==> config.mk <==
export PLATFORM = sky130hd
export DESIGN_NAME = integer_to_text_formatter
export DESIGN_NICKNAME = d
export VERILOG_FILES = /design/src/design/itf_pkg.sv /design/src/design/integer_to_text_formatter.sv /design/src/design/itf_digit_unit.sv
export SDC_FILE = /design/constraint.sdc
export NUM_CORES = 2
export LEC_CHECK = 0
export BUFFER_PORTS_ARGS = -buffer_cell sky130_fd_sc_hd__buf_4
export CAP_MARGIN = 20
export CORE_UTILIZATION = 40
export CTS_CLUSTER_SIZE = 28
export DETAILED_ROUTE_END_ITERATION = 7
export GPL_TIMING_DRIVEN = 0
export SETUP_SLACK_MARGIN = 0.05
export SYNTH_ARGS = -nofsm -noshare
export SYNTH_HDL_FRONTEND = slang
export SYNTH_SLANG_ARGS = --single-unit
==> constraint.sdc <==
create_clock -name clk -period 8.6 [get_ports clk]
set_input_delay 0.86 -clock clk [delete_from_list [all_inputs] [get_ports clk]]
set_output_delay 0.86 -clock clk [all_outputs]
set_load 0.02 [all_outputs]
==> src/design/itf_pkg.sv <==
// Shared constants, types and helpers for the integer-to-text formatter.
// Used by itf_digit_unit and integer_to_text_formatter; no dependencies.
package itf_pkg;

  localparam int DigitBuf = 32;
  localparam int DigIdxW  = $clog2(DigitBuf);
  localparam int DigCntW  = $clog2(DigitBuf + 1);
  localparam int PosW     = DigCntW;

  localparam logic [1:0] RadixBin = 2'd0;
  localparam logic [1:0] RadixDec = 2'd1;
  localparam logic [1:0] RadixHex = 2'd2;

  localparam int FlagLeft  = 0;
  localparam int FlagPlus  = 1;
  localparam int FlagSpace = 2;
  localparam int FlagZero  = 3;
  localparam int FlagUpper = 4;

  // floor(n * Recip10 / 2^35) == n / 10 for every 32-bit n
  localparam logic [31:0] Recip10   = 32'hCCCC_CCCD;
  localparam int          RecipShft = 35;

  localparam logic [7:0] CharZero  = 8'h30;
  localparam logic [7:0] CharSpace = 8'h20;
  localparam logic [7:0] CharMinus = 8'h2D;
  localparam logic [7:0] CharPlus  = 8'h2B;
  localparam logic [7:0] CharLowA  = 8'h61;
  localparam logic [7:0] CharUpA   = 8'h41;

  typedef struct packed {
    logic        start;
    logic [1:0]  radix;
    logic [31:0] mag;
  } itf_dig_req_t;

  typedef struct packed {
    logic       step;
    logic [3:0] digit;
    logic       done;
  } itf_dig_rsp_t;

  function automatic logic [7:0] digit_char(input logic [3:0] d, input logic upper);
    logic [7:0] base;
    if (d < 4'd10) begin
      digit_char = CharZero + {4'b0000, d};
    end else begin
      base = upper ? CharUpA : CharLowA;
      digit_char = base + {4'b0000, d} - 8'd10;
    end
  endfunction

endpackage

==> src/design/integer_to_text_formatter.sv <==
// Top level of the printf-style integer-to-text formatter.
// Depends on itf_pkg and itf_digit_unit.
//
// One word in carries a 32-bit value and its format controls; the block
// answers with the formatted text, one ASCII byte per output word, tlast on
// the final byte (1 to 33 bytes). An item is accepted, then converted one
// digit per step: a single step per digit in binary or hex, a reciprocal
// multiply step then a remainder step per digit in decimal; a layout step
// follows, then one output byte per cycle when the sink does not stall.
// in_tready is high only between items; the last byte can still wait in the
// output register while the next item is taken.
module integer_to_text_formatter import itf_pkg::*; (
  input  logic        clk,
  input  logic        rst_n,
  input  logic        in_tvalid,
  output logic        in_tready,
  // [31:0] value, [36:32] style_flags, [41:37] field_width, [46:42] min_digits
  input  logic [47:0] in_tdata,
  // [1:0] radix_sel, [2] signed_mode
  input  logic [2:0]  in_tuser,
  output logic        out_tvalid,
  input  logic        out_tready,
  // [7:0] text_byte
  output logic [7:0]  out_tdata,
  output logic        out_tlast
);

  typedef enum logic [3:0] {
    ST_IDLE = 4'b0001,
    ST_CONV = 4'b0010,
    ST_LAY  = 4'b0100,
    ST_EMIT = 4'b1000
  } st_state_t;

  st_state_t     state_r, state_nxt;
  logic [4:0]    flags_r, width_r, prec_r;
  logic [7:0]    sign_ch_r;
  logic          has_sign_r;
  logic [DigCntW-1:0] nd_r, nd_nxt;
  logic [3:0]    dig_mem [DigitBuf];
  logic [PosW-1:0] lead_r, zst_r, dst_r, dend_r, total_r;
  logic [PosW-1:0] pos_r, pos_nxt;
  logic          out_valid_r, out_valid_nxt;
  logic [7:0]    out_data_r;
  logic          out_last_r;

  logic          in_fire;
  logic [31:0]   raw;
  logic          neg;
  itf_dig_req_t  dreq;
  itf_dig_rsp_t  drsp;

  logic [PosW-1:0] ndig, body, pad, lead, zst, zeros, dst, dend, total;
  logic            left, zpad;
  logic            load;
  logic [DigIdxW-1:0] dix;
  logic [PosW-1:0]    dix_full;
  logic [7:0]      ch;

  assign in_tready = (state_r == ST_IDLE);
  assign in_fire   = in_tvalid && in_tready;
  assign raw       = in_tdata[31:0];
  assign neg       = in_tuser[2] && raw[31];

  assign dreq.start = in_fire;
  assign dreq.radix = in_tuser[1:0];
  assign dreq.mag   = neg ? (32'd0 - raw) : raw;

  itf_digit_unit u_dig (
    .clk   (clk),
    .rst_n (rst_n),
    .req   (dreq),
    .rsp   (drsp)
  );

  // layout boundaries: lead spaces | sign | zeros | digits | trailing spaces
  always_comb begin
    ndig  = (PosW'(prec_r) > nd_r) ? PosW'(prec_r) : nd_r;
    body  = ndig + PosW'(has_sign_r);
    pad   = (PosW'(width_r) > body) ? (PosW'(width_r) - body) : '0;
    left  = flags_r[FlagLeft];
    zpad  = !left && flags_r[FlagZero];
    lead  = (!left && !zpad) ? pad : '0;
    zst   = lead + PosW'(has_sign_r);
    zeros = (zpad ? pad : '0) + ndig - nd_r;
    dst   = zst + zeros;
    dend  = dst + nd_r;
    total = dend + (left ? pad : '0);
  end

  assign dix_full = dend_r - PosW'(1) - pos_r;
  assign dix      = dix_full[DigIdxW-1:0];

  // non-digit characters; digits come from the store in the output register
  always_comb begin
    if (pos_r < lead_r) begin
      ch = CharSpace;
    end else if (pos_r < zst_r) begin
      ch = sign_ch_r;
    end else if (pos_r < dst_r) begin
      ch = CharZero;
    end else begin
      ch = CharSpace;
    end
  end

  assign load = !out_valid_r || out_tready;

  always_comb begin
    state_nxt     = state_r;
    nd_nxt        = nd_r;
    pos_nxt       = pos_r;
    out_valid_nxt = out_valid_r && !out_tready;
    case (state_r)
      ST_IDLE: begin
        if (in_fire) begin
          nd_nxt    = '0;
          state_nxt = ST_CONV;
        end
      end
      ST_CONV: begin
        if (drsp.step) begin
          nd_nxt = nd_r + DigCntW'(1);
          if (drsp.done) begin
            state_nxt = ST_LAY;
          end
        end
      end
      ST_LAY: begin
        pos_nxt   = '0;
        state_nxt = ST_EMIT;
      end
      ST_EMIT: begin
        if (load) begin
          out_valid_nxt = 1'b1;
          pos_nxt       = pos_r + PosW'(1);
          if (pos_r == total_r - PosW'(1)) begin
            state_nxt = ST_IDLE;
          end
        end
      end
      default: begin
        state_nxt = ST_IDLE;
      end
    endcase
  end

  always_ff @(posedge clk) begin
    if (!rst_n) begin
      state_r     <= ST_IDLE;
      out_valid_r <= 1'b0;
    end else begin
      state_r     <= state_nxt;
      out_valid_r <= out_valid_nxt;
    end
  end

  always_ff @(posedge clk) begin
    nd_r  <= nd_nxt;
    pos_r <= pos_nxt;
    if (in_fire) begin
      flags_r    <= in_tdata[36:32];
      width_r    <= in_tdata[41:37];
      prec_r     <= in_tdata[46:42];
      has_sign_r <= neg || in_tdata[32 + FlagPlus] || in_tdata[32 + FlagSpace];
      if (neg) begin
        sign_ch_r <= CharMinus;
      end else if (in_tdata[32 + FlagPlus]) begin
        sign_ch_r <= CharPlus;
      end else begin
        sign_ch_r <= CharSpace;
      end
    end
    if (state_r == ST_LAY) begin
      lead_r  <= lead;
      zst_r   <= zst;
      dst_r   <= dst;
      dend_r  <= dend;
      total_r <= total;
    end
  end

  // digit store, least significant digit at index 0
  always_ff @(posedge clk) begin
    if (state_r == ST_CONV && drsp.step) begin
      dig_mem[nd_r[DigIdxW-1:0]] <= drsp.digit;
    end
    if (state_r == ST_EMIT && load) begin
      if (pos_r >= dst_r && pos_r < dend_r) begin
        out_data_r <= digit_char(dig_mem[dix], flags_r[FlagUpper]);
      end else begin
        out_data_r <= ch;
      end
      out_last_r <= (pos_r == total_r - PosW'(1));
    end
  end

  assign out_tvalid = out_valid_r;
  assign out_tdata  = out_data_r;
  assign out_tlast  = out_last_r;

endmodule

==> src/design/itf_digit_unit.sv <==
// Iterative digit extractor: one digit per step, least significant first.
// Decimal uses a reciprocal multiply then remainder fix; binary/hex shift.
// Depends on itf_pkg.
module itf_digit_unit import itf_pkg::*; (
  input  logic         clk,
  input  logic         rst_n,
  input  itf_dig_req_t req,
  output itf_dig_rsp_t rsp
);

  typedef enum logic [2:0] {
    DU_IDLE = 3'b001,
    DU_MUL  = 3'b010,
    DU_DIG  = 3'b100
  } du_state_t;

  du_state_t   state_r, state_nxt;
  logic [31:0] mag_r, mag_nxt;
  logic        dec_r, hex_r;
  logic [63:0] prod_r;
  logic [63:0] prod_nxt;
  logic [31:0] quo;
  logic [3:0]  q10_lo;
  logic [3:0]  digit;
  logic [31:0] next_mag;

  assign prod_nxt = mag_r * Recip10;
  assign quo      = 32'(prod_r[63:RecipShft]);
  // only the low nibble of q*10 matters since the remainder is below ten
  assign q10_lo   = {quo[0], 3'b000} + {quo[2:0], 1'b0};

  always_comb begin
    if (dec_r) begin
      digit    = mag_r[3:0] - q10_lo;
      next_mag = quo;
    end else if (hex_r) begin
      digit    = mag_r[3:0];
      next_mag = {4'b0000, mag_r[31:4]};
    end else begin
      digit    = {3'b000, mag_r[0]};
      next_mag = {1'b0, mag_r[31:1]};
    end
  end

  always_comb begin
    state_nxt = state_r;
    mag_nxt   = mag_r;
    rsp.step  = 1'b0;
    rsp.digit = digit;
    rsp.done  = 1'b0;
    case (state_r)
      DU_IDLE: begin
        if (req.start) begin
          mag_nxt   = req.mag;
          state_nxt = (req.radix == RadixDec) ? DU_MUL : DU_DIG;
        end
      end
      DU_MUL: begin
        state_nxt = DU_DIG;
      end
      DU_DIG: begin
        rsp.step = 1'b1;
        mag_nxt  = next_mag;
        if (next_mag == 32'd0) begin
          rsp.done  = 1'b1;
          state_nxt = DU_IDLE;
        end else begin
          state_nxt = dec_r ? DU_MUL : DU_DIG;
        end
      end
      default: begin
        state_nxt = DU_IDLE;
      end
    endcase
  end

  always_ff @(posedge clk) begin
    if (!rst_n) begin
      state_r <= DU_IDLE;
    end else begin
      state_r <= state_nxt;
    end
  end

  always_ff @(posedge clk) begin
    mag_r <= mag_nxt;
    if (state_r == DU_MUL) begin
      prod_r <= prod_nxt;
    end
    if (state_r == DU_IDLE && req.start) begin
      dec_r <= (req.radix == RadixDec);
      hex_r <= (req.radix != RadixDec) && (req.radix != RadixBin);
    end
  end

endmodule

== Yosys cells after proc, flatten, opt, wreduce, memory -nomap -nowiden ==
Memory sizes are Yosys's and may differ from the RTL's.
Cells that the tools add are included.

* Output and inout port bits: 11
* Bits of input ports: 55
* Memory bits (writable): 128
* Memories: 1
* Bits in registers: 181
* Word-level logic and storage cells: 134

{| class="wikitable"
|+ Memory list
! memory !! depth !! width !! rd ports !! clocked after memory_dff !! write ports !! RTL line !! source
|-
| dig_mem || 32 || 4 || 1 || 0 || 1 || integer_to_text_formatter.sv:40 || <nowiki>logic [3:0] dig_mem [DigitBuf];</nowiki>
|}

* Reduce and logical (&&, ||, !) cells: 26
* Eq/ne operators: 16
* $mul: 1
* Add/sub/neg operators: 19
* Mux-type cells: 42
* $lt $le $gt $ge: 8

{| class="wikitable"
|+ Operators by type and width
! kind !! count
|-
| 2-to-1 mux 32 bit || 3
|-
| multiplier 32 x 32 -> 64 bit, second input constant || 1
|-
| one-hot mux 32 bit (2 select lines) || 1
|-
| 2-to-1 mux 6 bit || 9
|-
| logical NOT 32 bit || 1
|-
| 2-to-1 mux 4 bit || 8
|-
| 2-to-1 mux 8 bit || 4
|-
| subtractor 1 x 32 -> 32 bit, first input constant || 1
|-
| 2-to-1 mux 31 bit || 1
|-
| adder 6 bit || 4
|-
| less-than comparator 6 bit || 4
|-
| one-hot mux 6 bit (2 select lines) || 2
|-
| one-hot mux 4 bit (4 select lines) || 1
|-
| adder 6 x 1 -> 6 bit || 2
|-
| adder 6 x 1 -> 6 bit, second input constant || 2
|-
| greater-than comparator 5 x 6 -> 1 bit || 2
|-
| 2-to-1 mux 3 bit || 4
|-
| logical AND 1 bit || 10
|-
| != test 2 bit, second input constant || 5
|-
| one-hot mux 3 bit (3 select lines) || 1
|-
| adder 7 x 4 -> 8 bit || 1
|-
| nonzero test 2 bit || 4
|-
| subtractor 8 x 4 -> 8 bit, second input constant || 1
|-
| adder 6 x 4 -> 7 bit, first input constant || 1
|-
| other kinds (26) || 39
|}

== Depth between registers and ports, before layout ==
* Depth after elaboration: 11
* Depth in mapped cells: 37
* Mapped depth without buffers: 35

== Hierarchy ==
From an unflattened synthesis, not the netlist that was laid out.

* Cells, all modules: 2765
* Area total of the unflattened synthesis: 30545.5 um^2

{| class="wikitable"
|+ Modules (own cells, without submodules)
! module !! cells each !! times used !! area an instance (um^2) !! seq. area each (um^2)
|-
| itf_digit_unit || 1943 || 1 || 19705.1 || 1951.9
|-
| integer_to_text_formatter || 822 || 1 || 10840.4 || 5955.7
|}

== Least setup slack after synthesis ==
OpenSTA, ideal clock, no wires.

* Path kind: reg2reg
* Start: reg nd_r[3]
* End: reg total_r[5] (data pin)
* Period minus slack after synthesis: 7720 ps
* Data required time: 8342 ps
* Library setup time: 258 ps
* Data arrival time: 7463 ps
* Path buffers: 2
* Cell stages (with the launch flop): 37
* Slack: 880 ps
* Cells stage by stage: edfxtp_1 -> clkbuf_1 -> inv_1 -> ha_1 -> and3_1 -> o21a_1 -> o31ai_4 -> o21ai_0 -> ha_1 -> ha_1 -> inv_1 -> fa_1 -> nand2_1 -> nand2_1 -> a21oi_1 -> nor2b_1 -> o221a_2 -> buf_4 -> nand2_2 -> nor2_1 -> ha_1 -> ha_1 -> inv_1 -> fa_1 -> inv_1 -> fa_1 -> ha_1 -> fa_1 -> ha_1 -> a21oi_1 -> xnor2_1 -> ha_1 -> inv_1 -> o21bai_1 -> a21oi_1 -> xnor2_1 -> xnor2_1

* Elaborated cells between the ends (all ways): 15
* Classes of those cells: add/sub (8); order compare (2); mux (5)

{| class="wikitable"
|+ RTL lines
! element !! RTL line !! source
|-
| from (decl) || integer_to_text_formatter.sv:39 || <nowiki>logic [DigCntW-1:0] nd_r, nd_nxt;</nowiki>
|-
| from (signal assigned) || integer_to_text_formatter.sv:159 || <nowiki>nd_r <= nd_nxt;</nowiki>
|-
| greater-than comparator 5 x 6 -> 1 bit || integer_to_text_formatter.sv:78 || <nowiki>ndig = (PosW'(prec_r) > nd_r) ? PosW'(prec_r) : nd_r;</nowiki>
|-
| 2-to-1 mux 6 bit (*) || integer_to_text_formatter.sv:78 ||
|-
| adder 6 x 1 -> 6 bit (*) || integer_to_text_formatter.sv:79 || <nowiki>body = ndig + PosW'(has_sign_r);</nowiki>
|-
| subtractor 5 x 6 -> 6 bit / greater-than comparator 5 x 6 -> 1 bit (equally long branches) || integer_to_text_formatter.sv:80 || <nowiki>pad = (PosW'(width_r) > body) ? (PosW'(width_r) - body) : '0;</nowiki>
|-
| 2-to-1 mux 6 bit (*) || integer_to_text_formatter.sv:80 ||
|-
| 2-to-1 mux 6 bit (*) || integer_to_text_formatter.sv:83 || <nowiki>lead = (!left && !zpad) ? pad : '0;</nowiki>
|-
| via lead[0] || integer_to_text_formatter.sv:53 || <nowiki>logic [PosW-1:0] ndig, body, pad, lead, zst, zeros, dst, dend, total;</nowiki>
|-
| adder 6 x 1 -> 6 bit (*) || integer_to_text_formatter.sv:84 || <nowiki>zst = lead + PosW'(has_sign_r);</nowiki>
|-
| via zst[1] || integer_to_text_formatter.sv:53 ||
|-
| adder 6 bit (*) || integer_to_text_formatter.sv:86 || <nowiki>dst = zst + zeros;</nowiki>
|-
| via dst[2] || integer_to_text_formatter.sv:53 ||
|-
| adder 6 bit (*) || integer_to_text_formatter.sv:87 || <nowiki>dend = dst + nd_r;</nowiki>
|-
| via dend[3] || integer_to_text_formatter.sv:53 ||
|-
| adder 6 bit (*) || integer_to_text_formatter.sv:88 || <nowiki>total = dend + (left ? pad : '0);</nowiki>
|-
| via total[5] || integer_to_text_formatter.sv:53 ||
|-
| to (signal assigned) || integer_to_text_formatter.sv:179 || <nowiki>total_r <= total;</nowiki>
|-
| to (decl) || integer_to_text_formatter.sv:41 || <nowiki>logic [PosW-1:0] lead_r, zst_r, dst_r, dend_r, total_r;</nowiki>
|}

Mark *: on every way through the listed nets, which the timed path passes. The rest lies on a longest branch.
A chain may end at the register's enable or synchronous reset.

== Final worst setup path ==
* Start: reg u_dig.mag_r[16]
* End: reg u_dig.prod_r[45] (data pin)

* Cells in the longest elaborated chain, start to end: 1

{| class="wikitable"
|+ Ends and longest elaborated chain
! element !! RTL line !! source
|-
| from (decl) || itf_digit_unit.sv:18 || <nowiki>logic [31:0] mag_r, mag_nxt;</nowiki>
|-
| from (signal assigned) || itf_digit_unit.sv:86 || <nowiki>mag_r <= mag_nxt;</nowiki>
|-
| multiplier 32 x 32 -> 64 bit || itf_digit_unit.sv:27 || <nowiki>assign prod_nxt = mag_r * Recip10;</nowiki>
|-
| via u_dig.prod_nxt[45] || itf_digit_unit.sv:21 || <nowiki>logic [63:0] prod_nxt;</nowiki>
|-
| to (signal assigned) || itf_digit_unit.sv:88 || <nowiki>prod_r <= prod_nxt;</nowiki>
|-
| to (decl) || itf_digit_unit.sv:20 || <nowiki>logic [63:0] prod_r;</nowiki>
|}

The timed path passes the listed nets, and every way through them passes these cells.

==> results.ini <==
[placed_design]
dp_hpwl_um=71800
post_dp_cell_area_um2=32400
gp_congestion=1.01
port_buffers=63

[critical_path]
path_cells=ha_1, inv_1, fa_1, fa_1, fa_1, fa_1, fa_1, inv_1, fa_1, inv_1, fa_1, inv_1, ha_1, nand4_1, nor4_1, o31ai_1, a21oi_1, o31ai_1, nor2b_1, xnor2_1
crit_family=adder cells
crit_type=flop to flop
worst_setup_path_end_kind=flop
critical_path_buf_inv_count=4
worstPathMaxFanout=7
cpMostUsedCell=fa_1
cpMaxStageDelayCell=ha_1
cp.required_ps=8830
cp.arrival_ps=8650
slowest_delay_ps=690
startpoint_type=flop

[timing]
maxSlewViolCount=0
fmax_mhz=119
fin_crit_sh=0.979
slew_headroom=0.303
finClkSkew_ps=53.3
hold_viol=0
rsz0062_at_grt=true
worst_slew_pin_slew_ps=1040
period_minus_slack_ps=8420
setup_viol=0
fin_setup_tns_ps=0

[routing]
wire_per_inst_um=21.5
num_vias=20100
drt-total-wl_um=83900
drtIter0Drc=1565
vias_per_cell=5.15
dr.pass1.iters=5
drc_errors=0
ant_nets=0

[floorplan]
die_w_um=278
initial_core_util=0.407
die-area_um2=77500
io_pins=66
row_count=100
die_h_um=278
core_region_area_um2=74900

[synth]
synth_edf_count=258
synth.distinct_cells=74
async_reset_ff_frac=0
synthFlopType=edfxtp_1
avgSynthCellArea_um2=11.0
synth_area_leaders=fa_1 28%, edfxtp_1 25%, ha_1 16%
synth_seq_cells=266
syn_nets=3660
syn-cell-area_um2=30500
synth_top_area_frac=0.281
ys_warn_count=0
yosysSeqAreaShare=0.259
syn_inst=2775
synth.largest_area_cell=fa_1

[clocking]
cts_root_buffer=clkbuf_16
cts-root-to-sink-buffers=3
numCtsBuffers=28
clk_latency_ps=600
clk_pin_slew_ps=70
cts.sinks=266
htree_num_levels=1
cts_tree=built

[final_layout]
finalInstanceArea_um2=33800
drive_gt1_frac=0.0854
n_fill_cell=7021
final_common_cell=inv_1
syn_to_final_growth_pct=10.6
mostFrequentLayoutCells=748 x inv_1, 429 x fa_1, 394 x ha_1
nNetsFinal=3792

[grt]
grt_max_degree=33
grt_util_all_layers=0.221
grt_pass1_vias=20600
grt_overflow=0
grt_pass1_wl_um=126000
antenna_found_initial=5

[run]
cap_violations=0

[run_status]
status=finished clean

[min_path]
hold_path_class=input port to flop

[synthesized netlist by cell type, types with 6 or more instances]
library cell  instances
clkbuf_1             19
a31oi_1               8
a21oi_1             102
nor3b_1               8
a211oi_1              6
buf_2                 6
o21ai_0              79
xor2_1               41
mux2i_1              34
nand3_1              33
dfxtp_1               8
a21o_1               34
ha_1                401
edfxtp_1            258
nand2_1             102
inv_1               750
and2_1                6
nor4_1                8
nor3_1               25
o31ai_1               8
xnor2_1              64
nand2b_1             14
nor2_1              133
mux4_2               40
fa_1                429
o21a_1               10
nand4_1              21
and3_1                9
nor2b_1              21
[what timing repair did]
action | in CTS | in global routing
gates resized for setup | 5 | 23
pin swaps | 1 | 2
setup buffers | 3 | 26
hold buffers | 0 | 0
endpoints found under the setup margin | 4 | 19
endpoints found under the hold margin | 0 | 0
cloned | 0 | 0
[cell type report]
cell class | instances | area, um2 | share of cell area
diodes | 2 | 5.00 | 0.000148
clock inverters | 22 | 302 | 0.00893
inverters | 750 | 2820 | 0.0836
well taps | 969 | 1210 | 0.0359
flip-flops and latches | 266 | 7910 | 0.234
plain buffers | 36 | 180 | 0.00533
repair buffers | 102 | 862 | 0.0255
multi-input cells | 1723 | 19800 | 0.585
clock buffers | 30 | 718 | 0.0213
[registers in the layout, summed over array words and instances, names as in the netlist, 7 cells and up]
signal and flops:
u_dig.mag_r 32, dig_mem 128, u_dig.prod_r 29, out_tdata 7
[path summary, 6_finish.rpt]
path                            cells after the start             from  slack (ps)               end
worst max-delay path                               20  u_dig.mag_r[16]         180  u_dig.prod_r[45]
worst min-delay path                                1     in_tdata[41]         440        width_r[4]
worst max register to register                     20  u_dig.mag_r[16]         180  u_dig.prod_r[45]
worst min register to register                      1       flags_r[4]         580      out_tdata[5]
[metal layers]
layer,vias up,wire length (um),GRT usage
met5,-,21,0.0100
met4,4,2070,0.0518
met3,95,6700,0.0497
met2,689,38300,0.351
met1,10100,36800,0.305
li1,9238,-,-
[stage by stage]
| stage | setup slack (ps) | utilization | cells | hold WS (ps) |
|---|---|---|---|---|
| 4_1_cts | 78.7 | 0.447 | 3872 | 419 |
| 3_5_place_dp | -323 | 0.433 | 3817 | 547 |
| 5_1_grt | -44.3 | 0.451 | 3900 | 428 |
| 2_1_floorplan | 880 | - | 2775 | 522 |
| 3_3_place_gp | -264 | 0.430 | 3807 | 562 |
| 6_report | 178 | 0.451 | 3900 | 437 |
[worst register-to-register path, cell delays in order (launching register included)]
cell and delay [ps]:
edfxtp_1 680, ha_1 700, inv_1 200, fa_1 550, fa_1 460, fa_1 520, fa_1 510, fa_1 500
inv_1 50, fa_1 490, inv_1 50, fa_1 470, inv_1 40, ha_1 360, nand4_1 140, nor4_1 580
o31ai_1 310, a21oi_1 400, o31ai_1 230, nor2b_1 190, xnor2_1 680
[kinds of logic after synthesis]
logic type / after synthesis / share of synthesized area
fa+ha+maj: 830 / 0.446
mux: 82 / 0.0441
xor+xnor: 107 / 0.0314
buf+inv: 786 / 0.0978
compound gates: 295 / 0.0586
other cells: 1 / 0.000123
flops: 266 / 0.259
simple gates: 408 / 0.0635
Power is not shown: default switching activity piles up to over one toggle a cycle in this logic, so the estimate is an artifact.
